### src/hdl/hbtd_pkg.sv
// Shared types and constants for the handset button debounce block.
`default_nettype none
package hbtd_pkg;

  localparam int unsigned LampW   = 8;
  localparam int unsigned GroupW  = 4;
  localparam int unsigned HoldW   = 8;
  localparam int unsigned EventN  = 5;
  localparam int unsigned EventIdxW = $clog2(EventN);

  localparam logic [HoldW-1:0]  SpeedHoldReset = 8'd50;
  localparam logic [HoldW-1:0]  DirHoldReset   = 8'd10;
  localparam logic [GroupW-1:0] GroupOff       = 4'hF;
  localparam logic [LampW-1:0]  LampsOff       = 8'hFF;

  typedef logic [1:0] kind_t;
  localparam kind_t KIND_LAMP = 2'd0;
  localparam kind_t KIND_MODE = 2'd1;
  localparam kind_t KIND_DIR  = 2'd2;

  localparam logic OP_FAST = 1'b0;
  localparam logic OP_SLOW = 1'b1;

  typedef enum logic {
    REG_SPEED_HOLD = 1'b0,
    REG_DIR_HOLD   = 1'b1
  } reg_idx_t;

  // Pending results of one accepted item. Mask bit 0 is the lamp or mode
  // result; bits 1 to 4 are the west, east, north and south events.
  typedef struct packed {
    logic              fast;
    logic [EventN-1:0] mask;
    logic [LampW-1:0]  lamps;
    logic [1:0]        mode_sel;
  } job_t;

endpackage
`default_nettype wire

### src/hdl/hbtd_update.sv
// Button debounce, lamp state and holdoff counters; builds the result job per item.
`default_nettype none
module hbtd_update
  import hbtd_pkg::*;
(
  input  wire logic             clk,
  input  wire logic             rst_n,
  input  wire logic             cfg_we,
  input  wire logic             cfg_addr,
  input  wire logic [HoldW-1:0] cfg_wdata,
  input  wire logic             fire,
  input  wire logic             op,
  input  wire logic [LampW-1:0] buttons,
  output job_t                  job
);

  logic [HoldW-1:0]  speed_cfg_r, dir_cfg_r;
  logic [LampW-1:0]  prev_r, prev_nxt;
  logic [LampW-1:0]  reported_r, reported_nxt;
  logic [GroupW-1:0] speed_r, speed_nxt;
  logic [GroupW-1:0] dir_r, dir_nxt;
  logic [HoldW-1:0]  speed_hold_r, speed_hold_nxt;
  logic [HoldW-1:0]  dir_hold_r, dir_hold_nxt;

  logic [LampW-1:0]  lamps;
  logic [LampW-1:0]  diff;
  logic [GroupW-1:0] speed_cand, dir_cand;
  logic [1:0]        low_mode;

  assign lamps = {dir_r, speed_r};
  assign diff  = lamps ^ reported_r;
  assign speed_cand = speed_r ^ ~buttons[GroupW-1:0];
  assign dir_cand   = buttons[LampW-1:GroupW];

  always_comb begin
    low_mode = 2'd0;
    for (int i = GroupW - 1; i >= 0; i--) begin
      if (diff[i]) begin
        low_mode = 2'(i);
      end
    end
  end

  always_comb begin
    prev_nxt       = prev_r;
    reported_nxt   = reported_r;
    speed_nxt      = speed_r;
    dir_nxt        = dir_r;
    speed_hold_nxt = speed_hold_r;
    dir_hold_nxt   = dir_hold_r;
    if (op == OP_FAST) begin
      prev_nxt = buttons;
      if (buttons == prev_r) begin
        if (speed_hold_r == '0) begin
          if (speed_cand != speed_r) begin
            speed_nxt      = speed_cand;
            speed_hold_nxt = speed_cfg_r;
          end
        end else begin
          speed_hold_nxt = speed_hold_r - 1'b1;
        end
        if (dir_hold_r == '0) begin
          if (dir_cand != dir_r) begin
            dir_nxt      = dir_cand;
            dir_hold_nxt = dir_cfg_r;
          end
        end else begin
          dir_hold_nxt = dir_hold_r - 1'b1;
        end
      end
    end else begin
      reported_nxt = lamps;
    end
  end

  always_comb begin
    job.fast     = (op == OP_FAST);
    job.mode_sel = '0;
    if (op == OP_FAST) begin
      job.mask  = EventN'(1);
      job.lamps = {dir_nxt, speed_nxt};
    end else begin
      job.mask     = {diff[4], diff[5], diff[6], diff[7], |diff[GroupW-1:0]};
      job.lamps    = lamps;
      job.mode_sel = low_mode;
    end
  end

  always_ff @(posedge clk) begin
    if (!rst_n) begin
      speed_cfg_r  <= SpeedHoldReset;
      dir_cfg_r    <= DirHoldReset;
      prev_r       <= '0;
      reported_r   <= LampsOff;
      speed_r      <= GroupOff;
      dir_r        <= GroupOff;
      speed_hold_r <= '0;
      dir_hold_r   <= '0;
    end else begin
      if (cfg_we) begin
        if (cfg_addr == REG_SPEED_HOLD) begin
          speed_cfg_r <= cfg_wdata;
        end else begin
          dir_cfg_r <= cfg_wdata;
        end
      end
      if (fire) begin
        prev_r       <= prev_nxt;
        reported_r   <= reported_nxt;
        speed_r      <= speed_nxt;
        dir_r        <= dir_nxt;
        speed_hold_r <= speed_hold_nxt;
        dir_hold_r   <= dir_hold_nxt;
      end
    end
  end

endmodule
`default_nettype wire

### src/hdl/hbtd_emit.sv
// Holds one item's pending results and sends one per cycle unless out_ready stalls.
`default_nettype none
module hbtd_emit
  import hbtd_pkg::*;
(
  input  wire logic             clk,
  input  wire logic             rst_n,
  input  wire logic             job_load,
  input  job_t                  job,
  output logic                  take_ready,
  output logic                  out_valid,
  input  wire logic             out_ready,
  output kind_t                 out_kind,
  output logic [LampW-1:0]      out_lamp_drive,
  output logic [1:0]            out_mode_sel,
  output logic [1:0]            out_direction,
  output logic                  out_active,
  output logic                  out_last
);

  logic [EventN-1:0]    mask_r;
  logic                 fast_r;
  logic [LampW-1:0]     lamps_r;
  logic [1:0]           msel_r;

  logic                 out_valid_r;
  kind_t                kind_r;
  logic [LampW-1:0]     lamp_r;
  logic [1:0]           osel_r;
  logic [1:0]           dir_r;
  logic                 active_r;
  logic                 last_r;

  logic [EventIdxW-1:0] idx;
  logic [EventN-1:0]    rest;
  logic                 out_load;
  kind_t                kind_nxt;
  logic [1:0]           osel_nxt;
  logic [1:0]           dir_nxt;
  logic                 active_nxt;
  logic [2:0]           lamp_bit;

  always_comb begin
    idx = '0;
    for (int i = EventN - 1; i >= 0; i--) begin
      if (mask_r[i]) begin
        idx = EventIdxW'(i);
      end
    end
  end

  assign rest       = mask_r & ~(EventN'(1) << idx);
  assign out_load   = (|mask_r) && (!out_valid_r || out_ready);
  assign take_ready = !(|mask_r) || (out_load && rest == '0);

  always_comb begin
    osel_nxt   = '0;
    dir_nxt    = '0;
    active_nxt = 1'b0;
    lamp_bit   = '0;
    if (idx == '0) begin
      if (fast_r) begin
        kind_nxt = KIND_LAMP;
      end else begin
        kind_nxt   = KIND_MODE;
        osel_nxt   = msel_r;
        lamp_bit   = {1'b0, msel_r};
        active_nxt = ~lamps_r[lamp_bit];
      end
    end else begin
      kind_nxt   = KIND_DIR;
      dir_nxt    = 2'(idx - 1'b1);
      lamp_bit   = 3'd7 - {1'b0, dir_nxt};
      active_nxt = ~lamps_r[lamp_bit];
    end
  end

  always_ff @(posedge clk) begin
    if (!rst_n) begin
      mask_r      <= '0;
      out_valid_r <= 1'b0;
    end else begin
      if (job_load) begin
        mask_r <= job.mask;
      end else if (out_load) begin
        mask_r <= rest;
      end
      if (out_load) begin
        out_valid_r <= 1'b1;
      end else if (out_ready) begin
        out_valid_r <= 1'b0;
      end
    end
  end

  always_ff @(posedge clk) begin
    if (job_load) begin
      fast_r  <= job.fast;
      lamps_r <= job.lamps;
      msel_r  <= job.mode_sel;
    end
    if (out_load) begin
      kind_r   <= kind_nxt;
      lamp_r   <= lamps_r;
      osel_r   <= osel_nxt;
      dir_r    <= dir_nxt;
      active_r <= active_nxt;
      last_r   <= (rest == '0);
    end
  end

  assign out_valid      = out_valid_r;
  assign out_kind       = kind_r;
  assign out_lamp_drive = lamp_r;
  assign out_mode_sel   = osel_r;
  assign out_direction  = dir_r;
  assign out_active     = active_r;
  assign out_last       = last_r;

endmodule
`default_nettype wire

### src/hdl/handset_button_toggle_debounce_core.sv
// Top level of the handset button debounce and lamp toggle block.
// Input channel: in_op selects a fast tick (0) carrying in_buttons, an
// active-low sample, or a slow report tick (1). A fast tick updates the
// lamp state and the holdoff counters, a slow tick the report state, in
// the cycle it is accepted. A fast tick gives one lamp-drive result; a
// slow tick gives one mode result for the lowest mode lamp changed since
// the last report and one result per changed direction lamp, at most
// five, and none when nothing changed. The last result of an item has
// out_last set. The result queue sends one result per cycle while the
// receiver is ready; the next item is taken in the cycle its predecessor's
// last result moves to the output register, or when the queue is empty.
// When the receiver stalls, the output register holds its result and the
// block stops taking items once the queue cannot drain.
// Configuration writes (cfg_addr 0 speed holdoff, 1 direction holdoff)
// take effect at the next clock; the user must make them while the block
// is idle, which the block itself does not enforce. Reset restores all
// lamps to off, clears the holdoffs and the sample history, loads the
// holdoff registers with 50 and 10 and empties the result path.
`default_nettype none
module handset_button_toggle_debounce_core
  import hbtd_pkg::*;
(
  input  wire logic             clk,
  input  wire logic             rst_n,
  input  wire logic             cfg_we,
  input  wire logic             cfg_addr,
  input  wire logic [HoldW-1:0] cfg_wdata,
  input  wire logic             in_valid,
  output logic                  in_ready,
  input  wire logic             in_op,
  input  wire logic [LampW-1:0] in_buttons,
  output logic                  out_valid,
  input  wire logic             out_ready,
  output logic [1:0]            out_kind,
  output logic [LampW-1:0]      out_lamp_drive,
  output logic [1:0]            out_mode_sel,
  output logic [1:0]            out_direction,
  output logic                  out_active,
  output logic                  out_last
);

  job_t job;
  logic fire;

  assign fire = in_valid && in_ready;

  hbtd_update u_update (
    .clk       (clk),
    .rst_n     (rst_n),
    .cfg_we    (cfg_we),
    .cfg_addr  (cfg_addr),
    .cfg_wdata (cfg_wdata),
    .fire      (fire),
    .op        (in_op),
    .buttons   (in_buttons),
    .job       (job)
  );

  hbtd_emit u_emit (
    .clk            (clk),
    .rst_n          (rst_n),
    .job_load       (fire),
    .job            (job),
    .take_ready     (in_ready),
    .out_valid      (out_valid),
    .out_ready      (out_ready),
    .out_kind       (out_kind),
    .out_lamp_drive (out_lamp_drive),
    .out_mode_sel   (out_mode_sel),
    .out_direction  (out_direction),
    .out_active     (out_active),
    .out_last       (out_last)
  );

endmodule
`default_nettype wire

### config.mk
export PLATFORM = sky130hd
export DESIGN_NAME = handset_button_toggle_debounce_core
export DESIGN_NICKNAME = d
export VERILOG_FILES = /design/src/hdl/hbtd_pkg.sv /design/src/hdl/hbtd_update.sv /design/src/hdl/hbtd_emit.sv /design/src/hdl/handset_button_toggle_debounce_core.sv
export SDC_FILE = /design/constraint.sdc
export NUM_CORES = 1
export LEC_CHECK = 0
export ABC_AREA = 1
export BUFFER_PORTS_ARGS = -buffer_cell sky130_fd_sc_hd__buf_2
export CAP_MARGIN = 20
export CORE_UTILIZATION = 30
export DETAILED_ROUTE_END_ITERATION = 7
export SLEW_MARGIN = 10
export SYNTH_ARGS = -nofsm -noshare
export SYNTH_HDL_FRONTEND = slang
export SYNTH_SLANG_ARGS = --single-unit
### constraint.sdc
create_clock -name clk -period 3.85 [get_ports clk]
set_input_delay 0.1925 -clock clk [delete_from_list [all_inputs] [get_ports clk]]
set_output_delay 0.1925 -clock clk [all_outputs]
set_load 0.02 [all_outputs]
# Word-level counts from Yosys, hierarchy flattened
# Cells that the tools add are included.
# Widths: inputs -> output; s select.
[op_classes]
add_sub_neg = 4
magnitude_cmp = 2
eq_ne = 5
shift = 1
n_mux = 32
n_bitwise = 10
reduce_logical = 24
[ops]
columns = ["operator", "n"]
rows = [
  ["$mux 4", 8],
  ["$mux 8", 4],
  ["$logic_not 8->1", 2],
  ["$sub 8x1->8 const B", 2],
  ["$mux 3", 5],
  ["$mux 13", 1],
  ["$mux 5", 2],
  ["$eq 8x8->1", 1],
  ["$mux 1", 8],
  ["$ne 4x4->1", 2],
  ["$reduce_and 2->1", 4],
  ["$reduce_and 4->1", 2],
  ["$xor 8x8->8", 1],
  ["$and 5x5->5", 1],
  ["$logic_not 5->1", 1],
  ["$not 1->1", 5],
  ["$not 5->5", 1],
  ["$reduce_or 5->1", 1],
  ["$shl 1x3->5 const A", 1],
  ["$lt 2x4->1 const B", 1],
  ["$lt 3x4->1 const B", 1],
  ["$mux 2", 2],
  ["$ne 2x2->1 const B", 2],
  ["$not 4->4", 1],
  ["other kinds (13)", 19],
]
[word_totals]
reg_bits = 89
in_bits = 23
out_inout_bits = 18
word_cells = 98

# Longest topological paths before layout
# Gate-level depths: netlist of the first run.
[logic_depth]
ltp_word = 13
depth_mapped = 14

# Hierarchy
# Synthesis of the first run repeated with hierarchy kept, for this count alone.
[unflattened]
cells_unflattened = 630
area_unflattened_um2 = 4575.6
[modules_own_cells]
columns = ["module", "instances", "cells_per_inst", "area_per_inst_um2", "seq_area_each_um2"]
rows = [
  ["hbtd_update", 1, 504, 3191.8, 1121.1],
  ["hbtd_emit", 1, 124, 1376.3, 930.9],
  ["handset_button_toggle_debounce_core", 1, 2, 7.5, 0.0],
]

# Worst setup path before layout of the first run
# OpenSTA, ideal clock, no wires.
[synth_path]
kind = "reg2reg"
from = "reg u_emit.mask_r[2]"
to = "reg u_update.reported_r[5]"
setup_time_ns = 0.135
arrival_ns = 1.882
t_required_ns = 3.715
slack_ns = 1.833
stages_incl_launch_ff = 14
path_buffers = 1
path_cell_list = "dfxtp_1 -> inv_1 -> nand2_1 -> a21oi_1 -> inv_1 -> ha_1 -> nand3_2 -> a21oi_2 -> nand4_4 -> a21oi_4 -> nand2_2 -> buf_2 -> nand2_1 -> o211ai_2"
[synth_via]
elab_chain_cells = 11
word_cells_on_any_way = 14
classes_between = "shift (1); mux (3); bitwise (2); reduce/logical (8)"
[synth_rtl]
columns = ["element", "line", "text"]
rows = [
  ["start, declared", "hbtd_emit.sv:21", "logic [EventN-1:0] mask_r;"],
  ["start signal, assigned", "hbtd_emit.sv:84", "mask_r <= job.mask;"],
  ["start signal, assigned", "hbtd_emit.sv:86", "mask_r <= rest;"],
  ["$mux 3 (3 in a row)", "hbtd_emit.sv:46", "if (mask_r[i]) begin"],
  ["$shl 1x3->5", "hbtd_emit.sv:52", "assign rest = mask_r & ~(EventN'(1) << idx);"],
  ["$not 5->5", "hbtd_emit.sv:52", ""],
  ["$and 5x5->5", "hbtd_emit.sv:52", ""],
  ["$logic_not 5->1", "hbtd_emit.sv:54", "assign take_ready = !(|mask_r) || (out_load && rest == '0);"],
  ["$logic_and 1x1->1", "hbtd_emit.sv:54", ""],
  ["$logic_or 1x1->1 *", "hbtd_emit.sv:54", ""],
  ["$logic_and 1x1->1 *", "handset_button_toggle_debounce_core.sv:45", "assign fire = in_valid && in_ready;"],
  ["$reduce_and 2->1 (no line) *", "--", ""],
  ["end signal, assigned", "hbtd_update.sv:94", "reported_r <= LampsOff;"],
  ["end signal, assigned", "hbtd_update.sv:109", "reported_r <= reported_nxt;"],
  ["end, declared", "hbtd_update.sv:19", "logic [LampW-1:0] reported_r, reported_nxt;"],
]
# Mark *: on every way between the ends. The rest lies on a longest branch, timed or not.
# A chain may end at the register's enable or synchronous reset.

# Worst setup path in the final report of the first run
[layout_path]
from = "reg u_emit.mask_r[2]"
to = "reg u_emit.lamps_r[0] (enable)"
[layout_via]
elab_chain_cells = 10
word_cells_on_any_way = 13
classes_between = "shift (1); mux (3); bitwise (2); reduce/logical (7)"
[layout_rtl]
columns = ["element", "line", "text"]
rows = [
  ["$mux 3 (3 in a row)", "hbtd_emit.sv:46", ""],
  ["$shl 1x3->5", "hbtd_emit.sv:52", ""],
  ["$not 5->5", "hbtd_emit.sv:52", ""],
  ["$and 5x5->5", "hbtd_emit.sv:52", ""],
  ["$logic_not 5->1", "hbtd_emit.sv:54", ""],
  ["$logic_and 1x1->1", "hbtd_emit.sv:54", ""],
  ["$logic_or 1x1->1 *", "hbtd_emit.sv:54", ""],
  ["$logic_and 1x1->1 *", "handset_button_toggle_debounce_core.sv:45", ""],
  ["end signal, assigned", "hbtd_emit.sv:99", "lamps_r <= job.lamps;"],
  ["end, declared", "hbtd_emit.sv:23", "logic [LampW-1:0] lamps_r;"],
]
# Marks and branches as above.

==> metrics.txt, run 1 <==
outcome=complete, no violations; starting density of the core=a little under a third; leakage power=2.267 nW; Critical Path AT=2.52 ns; Setup-failing EPs final=0; initial DRC count=140; H-Tree Depth=3; Yosys reg bits=89; maximum net fanout on the critical path=19; critical path type=flop to flop; sequential-to-total area share from yosys stat=46.99%; syn_nets=586; layout cell share with drive strength beyond 1=between 10 and 15%; DRT Wirelength=about 9200 microns; R2R setup slack=roughly 1.4 ns; num rows=43; period utilization=64.36%; Max VDD drop=approximately 0.28 mV; Final nets=a little over 600; hold_buf cts=0; routability cong.=0.8586; CP Launch Type=flop; first-pass GRT wire length=15570 microns; power per cell area=between 600 and 700 mW/mm^2; Sum Neg Setup Slack=0 ns; Syn Area/Cell=7.826 sq um; maxcap violations=0; R2R depth=10; initial antenna violation count=0; Yosys cell types=38; cell count after synthesis=~560; routed vias/inst=around 4.6; most frequent cells in the layout=149 x nand2_1, 71 x nor2_1, 62 x dfxtp_1; Worst Min Path Start=cfg_wdata[1]; min Tclk post-route=around 2.5 ns; Clock Tree Root=clkbuf_16; CTS tree=done; Post-CTS Setup Bufs=0; Worst Max-Slew Pin Slew=roughly 0.75 ns; worst hold-check path type=primary input to flop; reg-to-reg endpoint=u_emit.lamps_r[0]; FMAX=just over 400 MHz; hold depth=3; final clock skew=0.009693 ns; Min Hold Slack=0.07109 ns; vias in the first global route=3372; n_diodes=0; Yosys top cell area share=between 20% and 30%; GR Overflow Total=0; end of the worst hold path=u_update.dir_cfg_r[1]; most area-hungry cell type in the Yosys netlist=dfxtp_1; DRC viols=0; Overall Global Routing Usage=13.31%; Netlist Area Pre-Place=between 0.004 and 0.005 sq mm; final-report max-slew violation count=0; Critical Path RT=about 3.9 ns; warnings from Yosys=0; chip height=between 100 and 150 microns; top post-synthesis cells by area=dfxtp_1 28%, edfxtp_1 19%, nand2_1 13%, nor2_1 6.1%, inv_1 4.7%; core area=0.01404 sq mm; Detailed Place HPWL=6789 microns; post-route ant nets=0; die area=0.01504 sq mm; largest net degree at the start of global routing=42; most common cell after layout, fill and taps aside=nand2_1; clk sink count=89; Post-CTS Resized=0; RSZ-0062 raised after global routing=no; Final Hold Viols=0; worst relative slew slack=roughly half; CTS Buffer Depth=2; P&R area growth vs syn=14.81%; routed len/inst=about 12 microns; Ports=41; Clock Latency Late Sink=0.35 ns; via count=3603; Clock transition at path regs=0.07 ns; cts bufs inserted=9; Die Wd=approximately 120 microns; RR Startpoint=u_emit.mask_r[2]; DR pass1 iterations=4; Worst Setup End Kind=flop; input/output buffers=40
==> worst max-delay path by stage <==
| stage | slack (ns) | depth (start not counted) | startpoint | to |
|---|---|---|---|---|
| 3_5_place_dp | 1.38 | 10 | u_emit.mask_r[2] | u_emit.msel_r[0] |
| 3_3_place_gp | 1.45 | 10 | u_emit.mask_r[2] | u_emit.lamps_r[1] |
| 4_1_cts | 1.36 | 10 | u_emit.mask_r[2] | u_emit.msel_r[1] |
| 6_report | 1.37 | 10 | u_emit.mask_r[2] | u_emit.lamps_r[0] |
| 2_1_floorplan | 1.83 | 13 | u_emit.mask_r[2] | u_update.reported_r[5] |
| 5_1_grt | 1.17 | 10 | u_emit.mask_r[2] | u_emit.msel_r[1] |
==> synthesized netlist by cell type, drive strengths merged <==
cell type / count
a21oi: 40
a32o: 1
and3: 1
buf: 10
clkbuf: 6
dfxtp: 62
edfxtp: 27
ha: 5
inv: 57
nand2: 155
nand3: 33
nand3b: 1
nand4: 13
nor2: 76
nor3: 4
o211ai: 5
o21ai: 34
o22ai: 1
or2: 5
xnor2: 11
xor2: 11
==> where the power goes <==
part,internal (W),leakage (nW),switching [W]
Clock,0.000512,0.142,0.000386
Sequential,0.00127,0.757,0.000142
Combinational,0.000374,1.37,0.000767
==> state kept, by name, indices dropped and copies added (netlist names), 5 cells and up <==
| signal | count |
|---|---|
| u_emit.lamps_r | 8 |
| u_emit.out_lamp_drive | 8 |
| u_update.dir_cfg_r | 8 |
| u_update.dir_hold_r | 8 |
| u_update.prev_r | 8 |
| u_update.reported_r | 8 |
| u_update.speed_cfg_r | 8 |
| u_update.speed_hold_r | 8 |
| u_emit.mask_r | 5 |
==> metrics by stage <==
step | power, W | instance area, sq um | setup WS [ns] | util, % | cells
after floorplan | 0.002283 | 4367 | 1.833 | - | 558
after global placement | 0.002533 | 4711 | 1.447 | 33.55 | 764
after detailed placement | 0.002574 | 4711 | 1.376 | 33.55 | 764
after CTS | 0.003473 | 5014 | 1.359 | 35.70 | 780
after global routing | 0.003663 | 5014 | 1.175 | 35.70 | 780
final | 0.003448 | 5014 | 1.372 | 35.70 | 780
==> worst max-delay path: stages (launching register included) <==
cell and delay [ns]:
dfxtp_1 0.42, inv_1 0.06, nand2_1 0.05, a21oi_1 0.10, inv_1 0.15, ha_1 0.23
nand3_2 0.11, a21oi_2 0.19, nand4_4 0.13, a21oi_4 0.38, buf_4 0.34
==> area by class of cell <==
cell class | count | area, sq um
inverters | 57 | 214.0
clock buffers | 10 | 229.0
repair buffers | 42 | 215.2
multi-input cells | 396 | 2004
fillers | 1463 | 9029
flip-flops and latches | 89 | 2052
well taps | 180 | 225.2
clock inverters | 6 | 73.82
==> layer usage <==
layer / vias up / wire (microns) / global-route usage [%]
li1: 1883 / - / -
met1: 1647 / 4277 / 15.82
met2: 57 / 4393 / 22.51
met3: 16 / 326 / 3.113
met4: 0 / 198 / 6.326
met5: - / 0 / 0
==> logic make-up after synthesis <==
logic type               count (synthesis)  share of synthesized area (%)
XOR/XNOR                                22                          4.412
AND/OR/NAND/NOR                        288                          29.57
AO/OA/AOI/OAI                           81                          10.49
adder cells (fa/ha/maj)                  5                          1.433
buffers and inverters                   73                          7.106
flip-flops                              89                          46.99
Power figures use the tool's default switching activity.
==> inputs of run 2 (changes only) <==
clock period = 2 ns   (was 3.85 ns; I/O delays follow)
==> run 2 against run 1 <==
Effect of this change: the run now ends with negative setup slack left; sequential cell count stayed put; worst hold slack worse by 0.064 ns; sequential share of layout area is 5.0 points lower; critical path type unchanged; critical endpoint is now u_emit.fast_r; highest routed layer unchanged.
==> metrics.txt, run 2 (synthesis results as in run 1) <==
outcome=finished with violations; chip height=around 120 microns; routability cong.=0.8581; sequential cell area=0.002064 sq mm; input/output buffers=40; min Tclk post-route=2.098 ns; Detailed Place HPWL=between 6000 and 7000 microns; failing checks=negative setup slack; maximum net fanout on the critical path=11; maxcap violations=0; most frequent cells in the layout=130 x nand2_1, 71 x nor2_1, 58 x dfxtp_1; layout cell share with drive strength beyond 1=25.50%; starting density of the core=between 30 and 40%; via count=approximately 4k; Final Hold Viols=0; RSZ-0062 raised after global routing=yes; H-Tree Depth=3; Critical Path AT=~2.2 ns; routed len/inst=~13 microns; footprint of the multi-input gates=0.002243 sq mm; Max VDD drop=between 0.6 and 0.7 mV; Crit path largest cell delay=0.38 ns; Top delay family on crit path=buffers and inverters; initial antenna violation count=0; slowest cell on the critical path=dfxtp_4; Worst Setup End Kind=flop; Overall Global Routing Usage=14.76%; Clock Tree Root=clkbuf_16; placed inst area=roughly 0.0048 sq mm; first-pass GRT wire length=17510 microns; final clock skew=approximately 0.0074 ns; largest net degree at the start of global routing=just over 40; Clock transition at path regs=approximately 0.07 ns; Setup-failing EPs final=35; CP Launch Type=flop; vias in the first global route=3726; most common cell after layout, fill and taps aside=nand2_1; design area=~0.0057 sq mm; initial DRC count=around 200; Clock Latency Late Sink=between 0.3 and 0.4 ns; Worst Min Path Start=cfg_wdata[2]; DR pass1 iterations=4; most used cell, CP=a21oi_4; Cell Chain, Critical Path=inv_2, nand2_2, a21oi_4, inv_2, ha_2, nand3_4, a21oi_4, nand4_4, a21oi_4, buf_4, bufbuf_16; DRT Wirelength=~11000 microns; # fillers=approximately 1.4k; cts bufs inserted=9; critical path type=flop to flop; clk sink count=between 80 and 90; final-report max-slew violation count=0; period utilization=104.9%; CP Buf/Inv Count=4; routed vias/inst=around 4.7; worst hold-check path type=primary input to flop; core area=0.01404 sq mm; DRC viols=0; Worst Max-Slew Pin Slew=~0.83 ns; FMAX=around 480 MHz; Final nets=a little under 700; Sum Neg Setup Slack=-1.546 ns; die area=~0.015 sq mm; power per cell area=1389 mW/mm^2; Ports=41; Die Wd=about 120 microns; worst relative slew slack=between 40% and 50%; CTS tree=done; GR Overflow Total=0; P&R area growth vs syn=31.49%; n_diodes=0; leakage power=about 2.6 nW; RR Startpoint=u_emit.mask_r[2]; Worst Setup Slack, final=-0.09837 ns; post-route ant nets=0; CTS Buffer Depth=2; fin util=about two fifths; Worst setup startpoint=u_emit.mask_r[2]; num rows=43; Critical Path RT=between 2 and 2.5 ns
==> run 2: cell types whose count changed in the layout (fill, tap and decap cells not counted), sizes merged <==
cell         previous run  this run
buf                    42        83
clkinvlp                2         1
clkinv                  0         2
bufinv                  1         0
nand4                  13        15
nand2                 155       156
bufbuf                  0         1
nor2                   76        77
dlygate4sd3             0         5
inv                    60        61
clkbuf                 10         9
==> run 2: repair_timing <==
item,4_1_cts,5_1_grt
hold buffers,5,0
gates cloned,5,1
pin swaps,14,16
endpoints found under the setup margin,58,58
setup buffers,14,11
gates resized for setup,31,32
endpoints found under the hold margin,6,0
==> run 2: through the flow <==
step	hold WS [ns]	total power, W	worst slack, ns	cells
2_1_floorplan	0.2132	0.004397	0.01174	558
3_3_place_gp	0.3287	0.005107	-0.06473	780
3_5_place_dp	0.3357	0.005154	-0.1668	780
4_1_cts	0.004012	0.007583	-0.06574	820
5_1_grt	0.01050	0.008475	-0.1640	831
6_report	0.006975	0.007975	-0.09837	831
==> run 2: final timing paths <==
path	end	slack (ns)	depth (start not counted)
hold reg to reg	u_emit.out_lamp_drive[2]	0.46	0
hold / removal	u_update.speed_cfg_r[2]	0.007	3
setup reg to reg	u_emit.fast_r	-0.1	11
setup / recovery	u_emit.fast_r	-0.1	11
==> run 2: final cells by class <==
type | instances | share of cell area, %
Tap cell | 180 | 3.922
Timing Repair Buffer | 89 | 12.18
Clock inverter | 7 | 1.220
Sequential cell | 89 | 35.96
Inverter | 57 | 3.726
Multi-Input combinational cell | 400 | 39.07
Clock buffer | 9 | 3.922
==> run 2: report_power, final <==
part / internal [W] / switching, W
clock: 0.000882 / 0.000800
sequential: 0.00245 / 0.000274
combinational: 0.00159 / 0.00199
==> run 2: worst reg2reg max path, cell delays in order, from the launching register on <==
cell and delay [ns]:
dfxtp_4 0.38, inv_2 0.04, nand2_2 0.07, a21oi_4 0.07
inv_2 0.06, ha_2 0.20, nand3_4 0.09, a21oi_4 0.17
nand4_4 0.14, a21oi_4 0.19, buf_4 0.13, bufbuf_16 0.27
==> run 2: per-layer routing <==
| metal | vias to the layer above | track usage [%] | wire [microns] |
|---|---|---|---|
| li1 | 1999 | - | - |
| met1 | 1826 | 17.10 | 4591 |
| met2 | 93 | 26.65 | 5406 |
| met3 | 17 | 3.392 | 499 |
| met4 | 0 | 4.649 | 189 |
| met5 | - | 0 | 0 |
